$ cat src/rtl/efi_pkg.sv
// ----------------------------------------------------------------------------
// Escape-time fractal iterator: package
// Widths, limits, register indexes and the per-step evaluation struct.
// ----------------------------------------------------------------------------
`default_nettype none

package efi_pkg;

    localparam int DATA_W    = 32;
    localparam int PROD_W    = 64;
    localparam int FRAC_BITS = 28;
    localparam int COUNT_W   = 11;
    localparam int CFG_IDX_W = 2;

    localparam int MAX_ITER    = 256;
    localparam int JULIA_LIMIT = 256;
    localparam int COUNT_MAX   = (MAX_ITER > JULIA_LIMIT) ? MAX_ITER : JULIA_LIMIT;

    localparam logic [COUNT_W-1:0] MAX_ITER_CNT    = COUNT_W'(MAX_ITER);
    localparam logic [COUNT_W-1:0] JULIA_LIMIT_CNT = COUNT_W'(JULIA_LIMIT);
    localparam logic [COUNT_W-1:0] COUNT_MAX_CNT   = COUNT_W'(COUNT_MAX);

    // 4.0 in Q8.56
    localparam logic [PROD_W-1:0] ESCAPE_MAG = 64'h0400_0000_0000_0000;

    localparam logic [CFG_IDX_W-1:0] CFG_MODE    = 2'd0;
    localparam logic [CFG_IDX_W-1:0] CFG_JC_RE   = 2'd1;
    localparam logic [CFG_IDX_W-1:0] CFG_JC_IM   = 2'd2;

    localparam logic MODE_MANDEL = 1'b0;
    localparam logic MODE_JULIA  = 1'b1;

    typedef struct packed {
        logic                     finish;
        logic signed [DATA_W-1:0] zr;
        logic signed [DATA_W-1:0] zi;
    } efi_eval_t;

endpackage

`default_nettype wire

$ cat src/rtl/efi_if.sv
// ----------------------------------------------------------------------------
// Escape-time fractal iterator: channel interfaces
// Point word in, iteration-count word out, valid/ready handshake.
// ----------------------------------------------------------------------------
`default_nettype none

interface efi_point_if
    import efi_pkg::*;
();
    logic                     valid;
    logic                     ready;
    logic signed [DATA_W-1:0] point_re;
    logic signed [DATA_W-1:0] point_im;

    modport source (output valid, output point_re, output point_im, input ready);
    modport sink   (input valid, input point_re, input point_im, output ready);
endinterface

interface efi_count_if
    import efi_pkg::*;
();
    logic               valid;
    logic               ready;
    logic [COUNT_W-1:0] iteration_count;

    modport source (output valid, output iteration_count, input ready);
    modport sink   (input valid, input iteration_count, output ready);
endinterface

`default_nettype wire

$ cat src/rtl/efi_mul.sv
// ----------------------------------------------------------------------------
// Escape-time fractal iterator: shared multiplier
// Signed 32 x 32 multiply, product registered.
// ----------------------------------------------------------------------------
`default_nettype none

module efi_mul
    import efi_pkg::*;
(
    input  wire logic                     clk,
    input  wire logic signed [DATA_W-1:0] a,
    input  wire logic signed [DATA_W-1:0] b,
    output      logic signed [PROD_W-1:0] p
);

    logic signed [PROD_W-1:0] p_reg;
    logic signed [PROD_W-1:0] p_next;

    assign p_next = a * b;

    always_ff @(posedge clk)
    begin
        p_reg <= p_next;
    end

    assign p = p_reg;

endmodule

`default_nettype wire

$ cat src/rtl/efi_update.sv
// ----------------------------------------------------------------------------
// Escape-time fractal iterator: step evaluation
// Escape and limit test, next z with floor rounding and saturation.
// ----------------------------------------------------------------------------
`default_nettype none

module efi_update
    import efi_pkg::*;
(
    input  wire logic signed [PROD_W-1:0] rr,
    input  wire logic signed [PROD_W-1:0] ii,
    input  wire logic signed [PROD_W-1:0] ri,
    input  wire logic signed [DATA_W-1:0] cr,
    input  wire logic signed [DATA_W-1:0] ci,
    input  wire logic                     julia,
    input  wire logic [COUNT_W-1:0]       count,
    output      efi_eval_t                eval
);

    logic [PROD_W-1:0]        mag;
    logic signed [PROD_W-1:0] cr_ext;
    logic signed [PROD_W-1:0] ci_ext;
    logic signed [PROD_W-1:0] nr_full;
    logic signed [PROD_W-1:0] ni_full;
    logic                     nr_fits;
    logic                     ni_fits;
    logic                     escape;
    logic                     limit_hit;

    assign mag    = $unsigned(rr) + $unsigned(ii);
    assign cr_ext = {{(PROD_W-DATA_W){cr[DATA_W-1]}}, cr};
    assign ci_ext = {{(PROD_W-DATA_W){ci[DATA_W-1]}}, ci};

    // zr' = (rr - ii + cr*2^28) >> 28, zi' = (ri + ci*2^27) >> 27
    assign nr_full = rr - ii + (cr_ext <<< FRAC_BITS);
    assign ni_full = ri + (ci_ext <<< (FRAC_BITS - 1));

    assign nr_fits = (&nr_full[PROD_W-1:FRAC_BITS+DATA_W-1])
                   | ~(|nr_full[PROD_W-1:FRAC_BITS+DATA_W-1]);
    assign ni_fits = (&ni_full[PROD_W-1:FRAC_BITS+DATA_W-2])
                   | ~(|ni_full[PROD_W-1:FRAC_BITS+DATA_W-2]);

    assign escape    = julia ? (mag >= ESCAPE_MAG) : (mag > ESCAPE_MAG);
    assign limit_hit = (count == (julia ? JULIA_LIMIT_CNT : MAX_ITER_CNT));

    always_comb
    begin
        eval.finish = escape | limit_hit;
        if (nr_fits)
            eval.zr = nr_full[FRAC_BITS+DATA_W-1:FRAC_BITS];
        else if (nr_full[PROD_W-1])
            eval.zr = {1'b1, {(DATA_W-1){1'b0}}};
        else
            eval.zr = {1'b0, {(DATA_W-1){1'b1}}};
        if (ni_fits)
            eval.zi = ni_full[FRAC_BITS+DATA_W-2:FRAC_BITS-1];
        else if (ni_full[PROD_W-1])
            eval.zi = {1'b1, {(DATA_W-1){1'b0}}};
        else
            eval.zi = {1'b0, {(DATA_W-1){1'b1}}};
    end

endmodule

`default_nettype wire

$ cat src/rtl/escape_time_fractal_iterator.sv
// ----------------------------------------------------------------------------
// Escape-time fractal iterator
// Mandelbrot / Julia escape-time count for one Q4.28 complex point per word.
// ----------------------------------------------------------------------------
// One point word is taken at a time; the input is not ready until its count
// is handed to the output register. Each iteration of z <- z^2 + c runs
// through the states S_MRR, S_MII, S_MRI and S_EVAL: the single 32 x 32
// multiplier forms zr^2, zi^2 and zr*zi in turn, then S_EVAL tests |z|^2
// against 4.0 and updates z. A point stops on escape or at the iteration
// limit (256). The output register holds a finished count while the next
// point is already being iterated.
// ----------------------------------------------------------------------------
`default_nettype none

module escape_time_fractal_iterator
    import efi_pkg::*;
(
    input  wire logic                 clk,
    input  wire logic                 rst_n,
    efi_point_if.sink                 point,
    efi_count_if.source               result,
    input  wire logic                 cfg_we,
    input  wire logic [CFG_IDX_W-1:0] cfg_index,
    input  wire logic [DATA_W-1:0]    cfg_data
);

    localparam logic [2:0] S_IDLE = 3'd0;
    localparam logic [2:0] S_MRR  = 3'd1;
    localparam logic [2:0] S_MII  = 3'd2;
    localparam logic [2:0] S_MRI  = 3'd3;
    localparam logic [2:0] S_EVAL = 3'd4;
    localparam logic [2:0] S_DONE = 3'd5;

    logic [2:0]               state_reg,     state_next;
    logic                     mode_reg,      mode_next;
    logic signed [DATA_W-1:0] jc_re_reg,     jc_re_next;
    logic signed [DATA_W-1:0] jc_im_reg,     jc_im_next;
    logic                     out_valid_reg, out_valid_next;
    logic [COUNT_W-1:0]       out_count_reg, out_count_next;
    logic                     julia_reg,     julia_next;
    logic signed [DATA_W-1:0] zr_reg,        zr_next;
    logic signed [DATA_W-1:0] zi_reg,        zi_next;
    logic signed [DATA_W-1:0] cr_reg,        cr_next;
    logic signed [DATA_W-1:0] ci_reg,        ci_next;
    logic signed [PROD_W-1:0] rr_reg,        rr_next;
    logic signed [PROD_W-1:0] ii_reg,        ii_next;
    logic [COUNT_W-1:0]       count_reg,     count_next;

    logic signed [DATA_W-1:0] mul_a;
    logic signed [DATA_W-1:0] mul_b;
    logic signed [PROD_W-1:0] prod;
    efi_eval_t                eval;

    always_comb
    begin
        case (state_reg)
            S_MRR:
            begin
                mul_a = zr_reg;
                mul_b = zr_reg;
            end
            S_MII:
            begin
                mul_a = zi_reg;
                mul_b = zi_reg;
            end
            default:
            begin
                mul_a = zr_reg;
                mul_b = zi_reg;
            end
        endcase
    end

    efi_mul u_mul (
        .clk (clk),
        .a   (mul_a),
        .b   (mul_b),
        .p   (prod)
    );

    // prod holds zr*zi during S_EVAL
    efi_update u_update (
        .rr    (rr_reg),
        .ii    (ii_reg),
        .ri    (prod),
        .cr    (cr_reg),
        .ci    (ci_reg),
        .julia (julia_reg),
        .count (count_reg),
        .eval  (eval)
    );

    always_comb
    begin
        mode_next  = mode_reg;
        jc_re_next = jc_re_reg;
        jc_im_next = jc_im_reg;
        if (cfg_we)
        begin
            case (cfg_index)
                CFG_MODE:  mode_next  = cfg_data[0];
                CFG_JC_RE: jc_re_next = cfg_data;
                CFG_JC_IM: jc_im_next = cfg_data;
                default:   ;
            endcase
        end
    end

    always_comb
    begin
        state_next     = state_reg;
        out_valid_next = out_valid_reg;
        out_count_next = out_count_reg;
        julia_next     = julia_reg;
        zr_next        = zr_reg;
        zi_next        = zi_reg;
        cr_next        = cr_reg;
        ci_next        = ci_reg;
        rr_next        = rr_reg;
        ii_next        = ii_reg;
        count_next     = count_reg;

        if (result.ready)
            out_valid_next = 1'b0;

        case (state_reg)
            S_IDLE:
            begin
                if (point.valid)
                begin
                    julia_next = (mode_reg == MODE_JULIA);
                    count_next = '0;
                    if (mode_reg == MODE_JULIA)
                    begin
                        zr_next = point.point_re;
                        zi_next = point.point_im;
                        cr_next = jc_re_reg;
                        ci_next = jc_im_reg;
                    end
                    else
                    begin
                        zr_next = '0;
                        zi_next = '0;
                        cr_next = point.point_re;
                        ci_next = point.point_im;
                    end
                    state_next = S_MRR;
                end
            end
            S_MRR:
            begin
                state_next = S_MII;
            end
            S_MII:
            begin
                rr_next    = prod;
                state_next = S_MRI;
            end
            S_MRI:
            begin
                ii_next    = prod;
                state_next = S_EVAL;
            end
            S_EVAL:
            begin
                if (eval.finish)
                    state_next = S_DONE;
                else
                begin
                    zr_next    = eval.zr;
                    zi_next    = eval.zi;
                    count_next = count_reg + 1'b1;
                    state_next = S_MRR;
                end
            end
            S_DONE:
            begin
                if (!out_valid_reg || result.ready)
                begin
                    out_valid_next = 1'b1;
                    out_count_next = count_reg;
                    state_next     = S_IDLE;
                end
            end
            default:
            begin
                state_next = S_IDLE;
            end
        endcase
    end

    always_ff @(posedge clk or negedge rst_n)
    begin
        if (!rst_n)
        begin
            state_reg     <= S_IDLE;
            mode_reg      <= MODE_MANDEL;
            jc_re_reg     <= '0;
            jc_im_reg     <= '0;
            out_valid_reg <= 1'b0;
        end
        else
        begin
            state_reg     <= state_next;
            mode_reg      <= mode_next;
            jc_re_reg     <= jc_re_next;
            jc_im_reg     <= jc_im_next;
            out_valid_reg <= out_valid_next;
        end
    end

    always_ff @(posedge clk)
    begin
        out_count_reg <= out_count_next;
        julia_reg     <= julia_next;
        zr_reg        <= zr_next;
        zi_reg        <= zi_next;
        cr_reg        <= cr_next;
        ci_reg        <= ci_next;
        rr_reg        <= rr_next;
        ii_reg        <= ii_next;
        count_reg     <= count_next;
    end

    assign point.ready            = (state_reg == S_IDLE);
    assign result.valid           = out_valid_reg;
    assign result.iteration_count = out_count_reg;

endmodule

`default_nettype wire

$ cat src/flat_wrapper.sv
// flat-port wrapper written by rule: the top's interface ports become plain ports
module escape_time_fractal_iterator_flat import efi_pkg::*;
  (clk, rst_n, cfg_we, cfg_index, cfg_data, point_valid, point_point_re, point_point_im, point_ready, result_valid, result_iteration_count, result_ready);
  efi_point_if point_i ();
  efi_count_if result_i ();
  input  wire logic clk;
  input  wire logic rst_n;
  input  wire logic cfg_we;
  input  wire logic [CFG_IDX_W-1:0] cfg_index;
  input  wire logic [DATA_W-1:0] cfg_data;
  input wire logic [$bits(point_i.valid)-1:0] point_valid;
  input wire logic [$bits(point_i.point_re)-1:0] point_point_re;
  input wire logic [$bits(point_i.point_im)-1:0] point_point_im;
  output wire logic [$bits(point_i.ready)-1:0] point_ready;
  output wire logic [$bits(result_i.valid)-1:0] result_valid;
  output wire logic [$bits(result_i.iteration_count)-1:0] result_iteration_count;
  input wire logic [$bits(result_i.ready)-1:0] result_ready;
  assign point_i.valid = point_valid;
  assign point_i.point_re = point_point_re;
  assign point_i.point_im = point_point_im;
  assign point_ready = point_i.ready;
  assign result_valid = result_i.valid;
  assign result_iteration_count = result_i.iteration_count;
  assign result_i.ready = result_ready;
  escape_time_fractal_iterator u_core (.clk(clk), .rst_n(rst_n), .point(point_i), .result(result_i), .cfg_we(cfg_we), .cfg_index(cfg_index), .cfg_data(cfg_data));
endmodule
$ cat config.mk
export PLATFORM = sky130hd
export DESIGN_NAME = escape_time_fractal_iterator_flat
export DESIGN_NICKNAME = d
export VERILOG_FILES = /design/src/rtl/efi_pkg.sv /design/src/rtl/efi_if.sv /design/src/rtl/efi_mul.sv /design/src/rtl/efi_update.sv /design/src/rtl/escape_time_fractal_iterator.sv /design/src/flat_wrapper.sv
export SDC_FILE = /design/constraint.sdc
export NUM_CORES = 2
export LEC_CHECK = 0
export ABC_AREA = 1
export BUFFER_PORTS_ARGS = -buffer_cell sky130_fd_sc_hd__buf_2
export CAP_MARGIN = 20
export CORE_MARGIN = 2
export CORE_UTILIZATION = 66
export CTS_CLUSTER_SIZE = 20
export DETAILED_ROUTE_END_ITERATION = 7
export PLACE_DENSITY = 0.83
export SLEW_MARGIN = 10
export SYNTH_ARGS = -nofsm -noshare
export SYNTH_HDL_FRONTEND = slang
export SYNTH_SLANG_ARGS = --single-unit
$ cat constraint.sdc
create_clock -name clk -period 14.3 [get_ports clk]
set_input_delay 4.29 -clock clk [delete_from_list [all_inputs] [get_ports clk]]
set_output_delay 4.29 -clock clk [all_outputs]
set_load 0.005 [all_outputs]
==> flow_metrics.env <==
export IMPL_final_hold_viol_count=0
export IMPL_start_util=0.669
export IMPL_syn_avg_cell_area_um2=8.01
export IMPL_clock_latency_ns=0.62
export IMPL_failed_checks="design-rule violations"
export IMPL_htreeDepth=2
export IMPL_worst_setup_sp_type="flip-flop"
export IMPL_worst_slew_pin_transition_ns=1.19
export IMPL_syn_cell_area_mm2=0.0648
export IMPL_crit_path_dat_ns=10.87
export IMPL_ys_flop_type="edfxtp_1"
export IMPL_dpl_cell_count=9367
export IMPL_drt_antenna_violating_nets=0
export IMPL_max_clock_freq_mhz=96.3
export IMPL_clk_pin_slew_ns=0.07
export IMPL_areaGrowthSynthToFinish_pct=5.54
export IMPL_drive_above_1_share=0.0450
export IMPL_synth_seq_area_share=0.176
export IMPL_setup_total_negative_slack_ns=0
export IMPL_yosys_cell_types_count=52
export IMPL_routed_via_density=6.07
export IMPL_die_y_um=317
export IMPL_maxSlewHeadroom=0.205
export IMPL_grt_pass1_wl_mm=352
export IMPL_groute_usage_overall=0.472
export IMPL_finalMaxSlewViolations=0
export IMPL_placement_io_buffers=115
export IMPL_die_area_mm2=0.101
export IMPL_crit_path_top_delay_cell="clkinv_1"
export IMPL_mostFrequentLayoutCells="1881 x nand2_1, 1873 x inv_1, 1119 x fa_1, 931 x nor2_1, 409 x ha_1"
export IMPL_drt_pass1_iter_count=8
export IMPL_synthesis_yosys_warnings=0
export IMPL_grt_ovfl_total=0
export IMPL_grt_pass1_vias=59000
export IMPL_routedWlPerCell_um=24.9
export IMPL_postCtsResizedCells=0
export IMPL_syn_instance_count=8096
export IMPL_timing_clock_skew_ns=0.0471
export IMPL_drt_initial_drc_count=7076
export IMPL_finished_layout_cells=9465
export IMPL_synth_edff_count=279
export IMPL_layout_commonest_cell="nand2_1"
export IMPL_timing_final_crit_period_ns=10.39
export IMPL_tritoncts="built"
export IMPL_critPathCaptureType="flip-flop"
export IMPL_critical_path_buf_inv_count=10
export IMPL_synthesis_nets=9727
export IMPL_max_cap_violations=0
export IMPL_type_of_the_setup_path_with_the_least_slack="flip-flop to flip-flop"
export IMPL_cpPeakStageDelay_ns=0.90
export IMPL_post_cts_setup_bufs=0
export IMPL_hp_class="flip-flop to flip-flop"
export IMPL_final_layout_net_count=9770
export IMPL_holdBufCountCts=0
export IMPL_cp_required_ns=14.79
export IMPL_setup_viol=0
export IMPL_fin_worst_hold_slack_ns=0.425
export IMPL_asyncSetResetFlopFracSynth=0.167
export IMPL_cts_root_buffer_cell="clkbuf_16"
export IMPL_ioPinCount=116
export IMPL_layout_worst_path_cycle_share=0.726
export IMPL_cp_dominant_cell_by_count="fa_1"
export IMPL_postSynthRegisterBits=412
export IMPL_core_area_mm2=0.0970
export IMPL_die_w_um=317
export IMPL_wl_mm=235
export IMPL_gp_routability_congestion=1.04
export IMPL_post_route_drc_count=16
export IMPL_maximum_number_of_pins_on_one_net_before_global_route_repair=73
export IMPL_numCtsBuffers=42
export IMPL_cpLargestDelayFamily="adder cells"
export IMPL_hpwlAfterDp_mm=188
export IMPL_status="finished with violations"
export IMPL_vias=57500
export IMPL_grt_antenna_before_repair=13
export IMPL_grt_setup_unrepaired="no"
export IMPL_critical_path_max_fanout=51
export IMPL_num_rows=114
export IMPL_cts_num_sinks=412
export IMPL_cts_root_to_sink_buffers=3
Yosys cell counts, types with 10 or more instances:
cell type / number / area share
nand2_1: 1882 / 0.11
inv_1: 1874 / 0.11
fa_1: 1119 / 0.35
nor2_1: 932 / 0.054
ha_1: 409 / 0.079
a21oi_1: 330 / 0.025
edfxtp_1: 279 / 0.13
o21ai_0: 234 / 0.018
clkbuf_1: 185 / 0.011
nand3_1: 161 / 0.012
xor2_1: 89 / 0.012
xnor2_1: 70 / 0.0095
dfrtp_1: 69 / 0.027
dfxtp_1: 64 / 0.020
nand4_1: 49 / 0.0047
a31oi_1: 44 / 0.0042
nor3_1: 44 / 0.0034
o21ai_1: 41 / 0.0032
o21bai_1: 27 / 0.0031
a21oi_2: 17 / 0.0023
o21ai_2: 15 / 0.0020
clkinv_1: 14 / 0.00081
a21boi_0: 13 / 0.0015
a21o_1: 12 / 0.0014
o211ai_1: 11 / 0.0013
buf_1: 10 / 0.00058
nor2_2: 10 / 0.00096
metrics by stage:
| stage | worst slack, ns | cell area [um^2] | utilization |
|---|---|---|---|
| floorplan | 1.46 | 64800 | - |
| global placement | 4.44 | 66900 | 0.690 |
| detailed placement | 4.15 | 67000 | 0.690 |
| CTS | 4.13 | 68300 | 0.704 |
| global route | 3.49 | 68400 | 0.705 |
| finish | 3.91 | 68400 | 0.706 |
worst register-to-register path, delay by kind of cell, from the launching register on:
kind / cells / cell delay, ns
AND/OR/NAND/NOR: 9 / 1.28
flip-flops: 1 / 0.40
adder cells (fa/ha/maj): 9 / 4.39
XOR/XNOR: 1 / 0.16
buffers and inverters: 10 / 2.74
AO/OA/AOI/OAI: 4 / 1.32
worst paths after layout:
| kind | from | endpoint | slack, ns | cells past startpoint |
|---|---|---|---|---|
| max | u_core.state_reg[1] | u_core.u_mul.p[61] | 3.91 | 33 |
| min | u_core.u_mul.p[3] | u_core.rr_reg[3] | 0.42 | 0 |
| max reg2reg | u_core.state_reg[1] | u_core.u_mul.p[61] | 3.91 | 33 |
| min reg2reg | u_core.u_mul.p[3] | u_core.rr_reg[3] | 0.42 | 0 |
| max in group asynchronous | rst_n | u_core.mode_reg | 9.70 | 2 |
| min in group asynchronous | rst_n | u_core.jc_re_reg[21] | 3.92 | 2 |
layout make-up:
cell class                      instances  area, um^2
Multi-Input combinational cell       5577       45600
Fill cell                            7606       28600
Sequential cell                       412       11400
Inverter                             1891        7100
Tap cell                             1276        1600
Timing Repair Buffer                  215        1390
Clock buffer                           58        1170
Clock inverter                         20         166
Antenna cell                           16        40.0
kinds of logic (layout without fill, tap and decap cells):
family	Yosys count	count (layout)	synth area share
adders and majority gates	1528	1528	0.424
AOI/OAI and AO/OA	776	776	0.0665
and+or+nand+nor	3114	3114	0.189
buffers and inverters	2107	2184	0.123
DFF	412	412	0.176
xor gates and xnor gates	159	159	0.0215
other	0	16	0
routing by layer:
metal  vias to the layer above  wire [um]  global-route usage
li1                      24300          -                   -
met1                     27300      80800               0.595
met2                      4502      97500               0.683
met3                      1404      35900               0.173
met4                        10      21300               0.321
met5                         -         62                   0
Power is not shown: default switching activity piles up to over one toggle a cycle in this logic, so the estimate is an artifact.
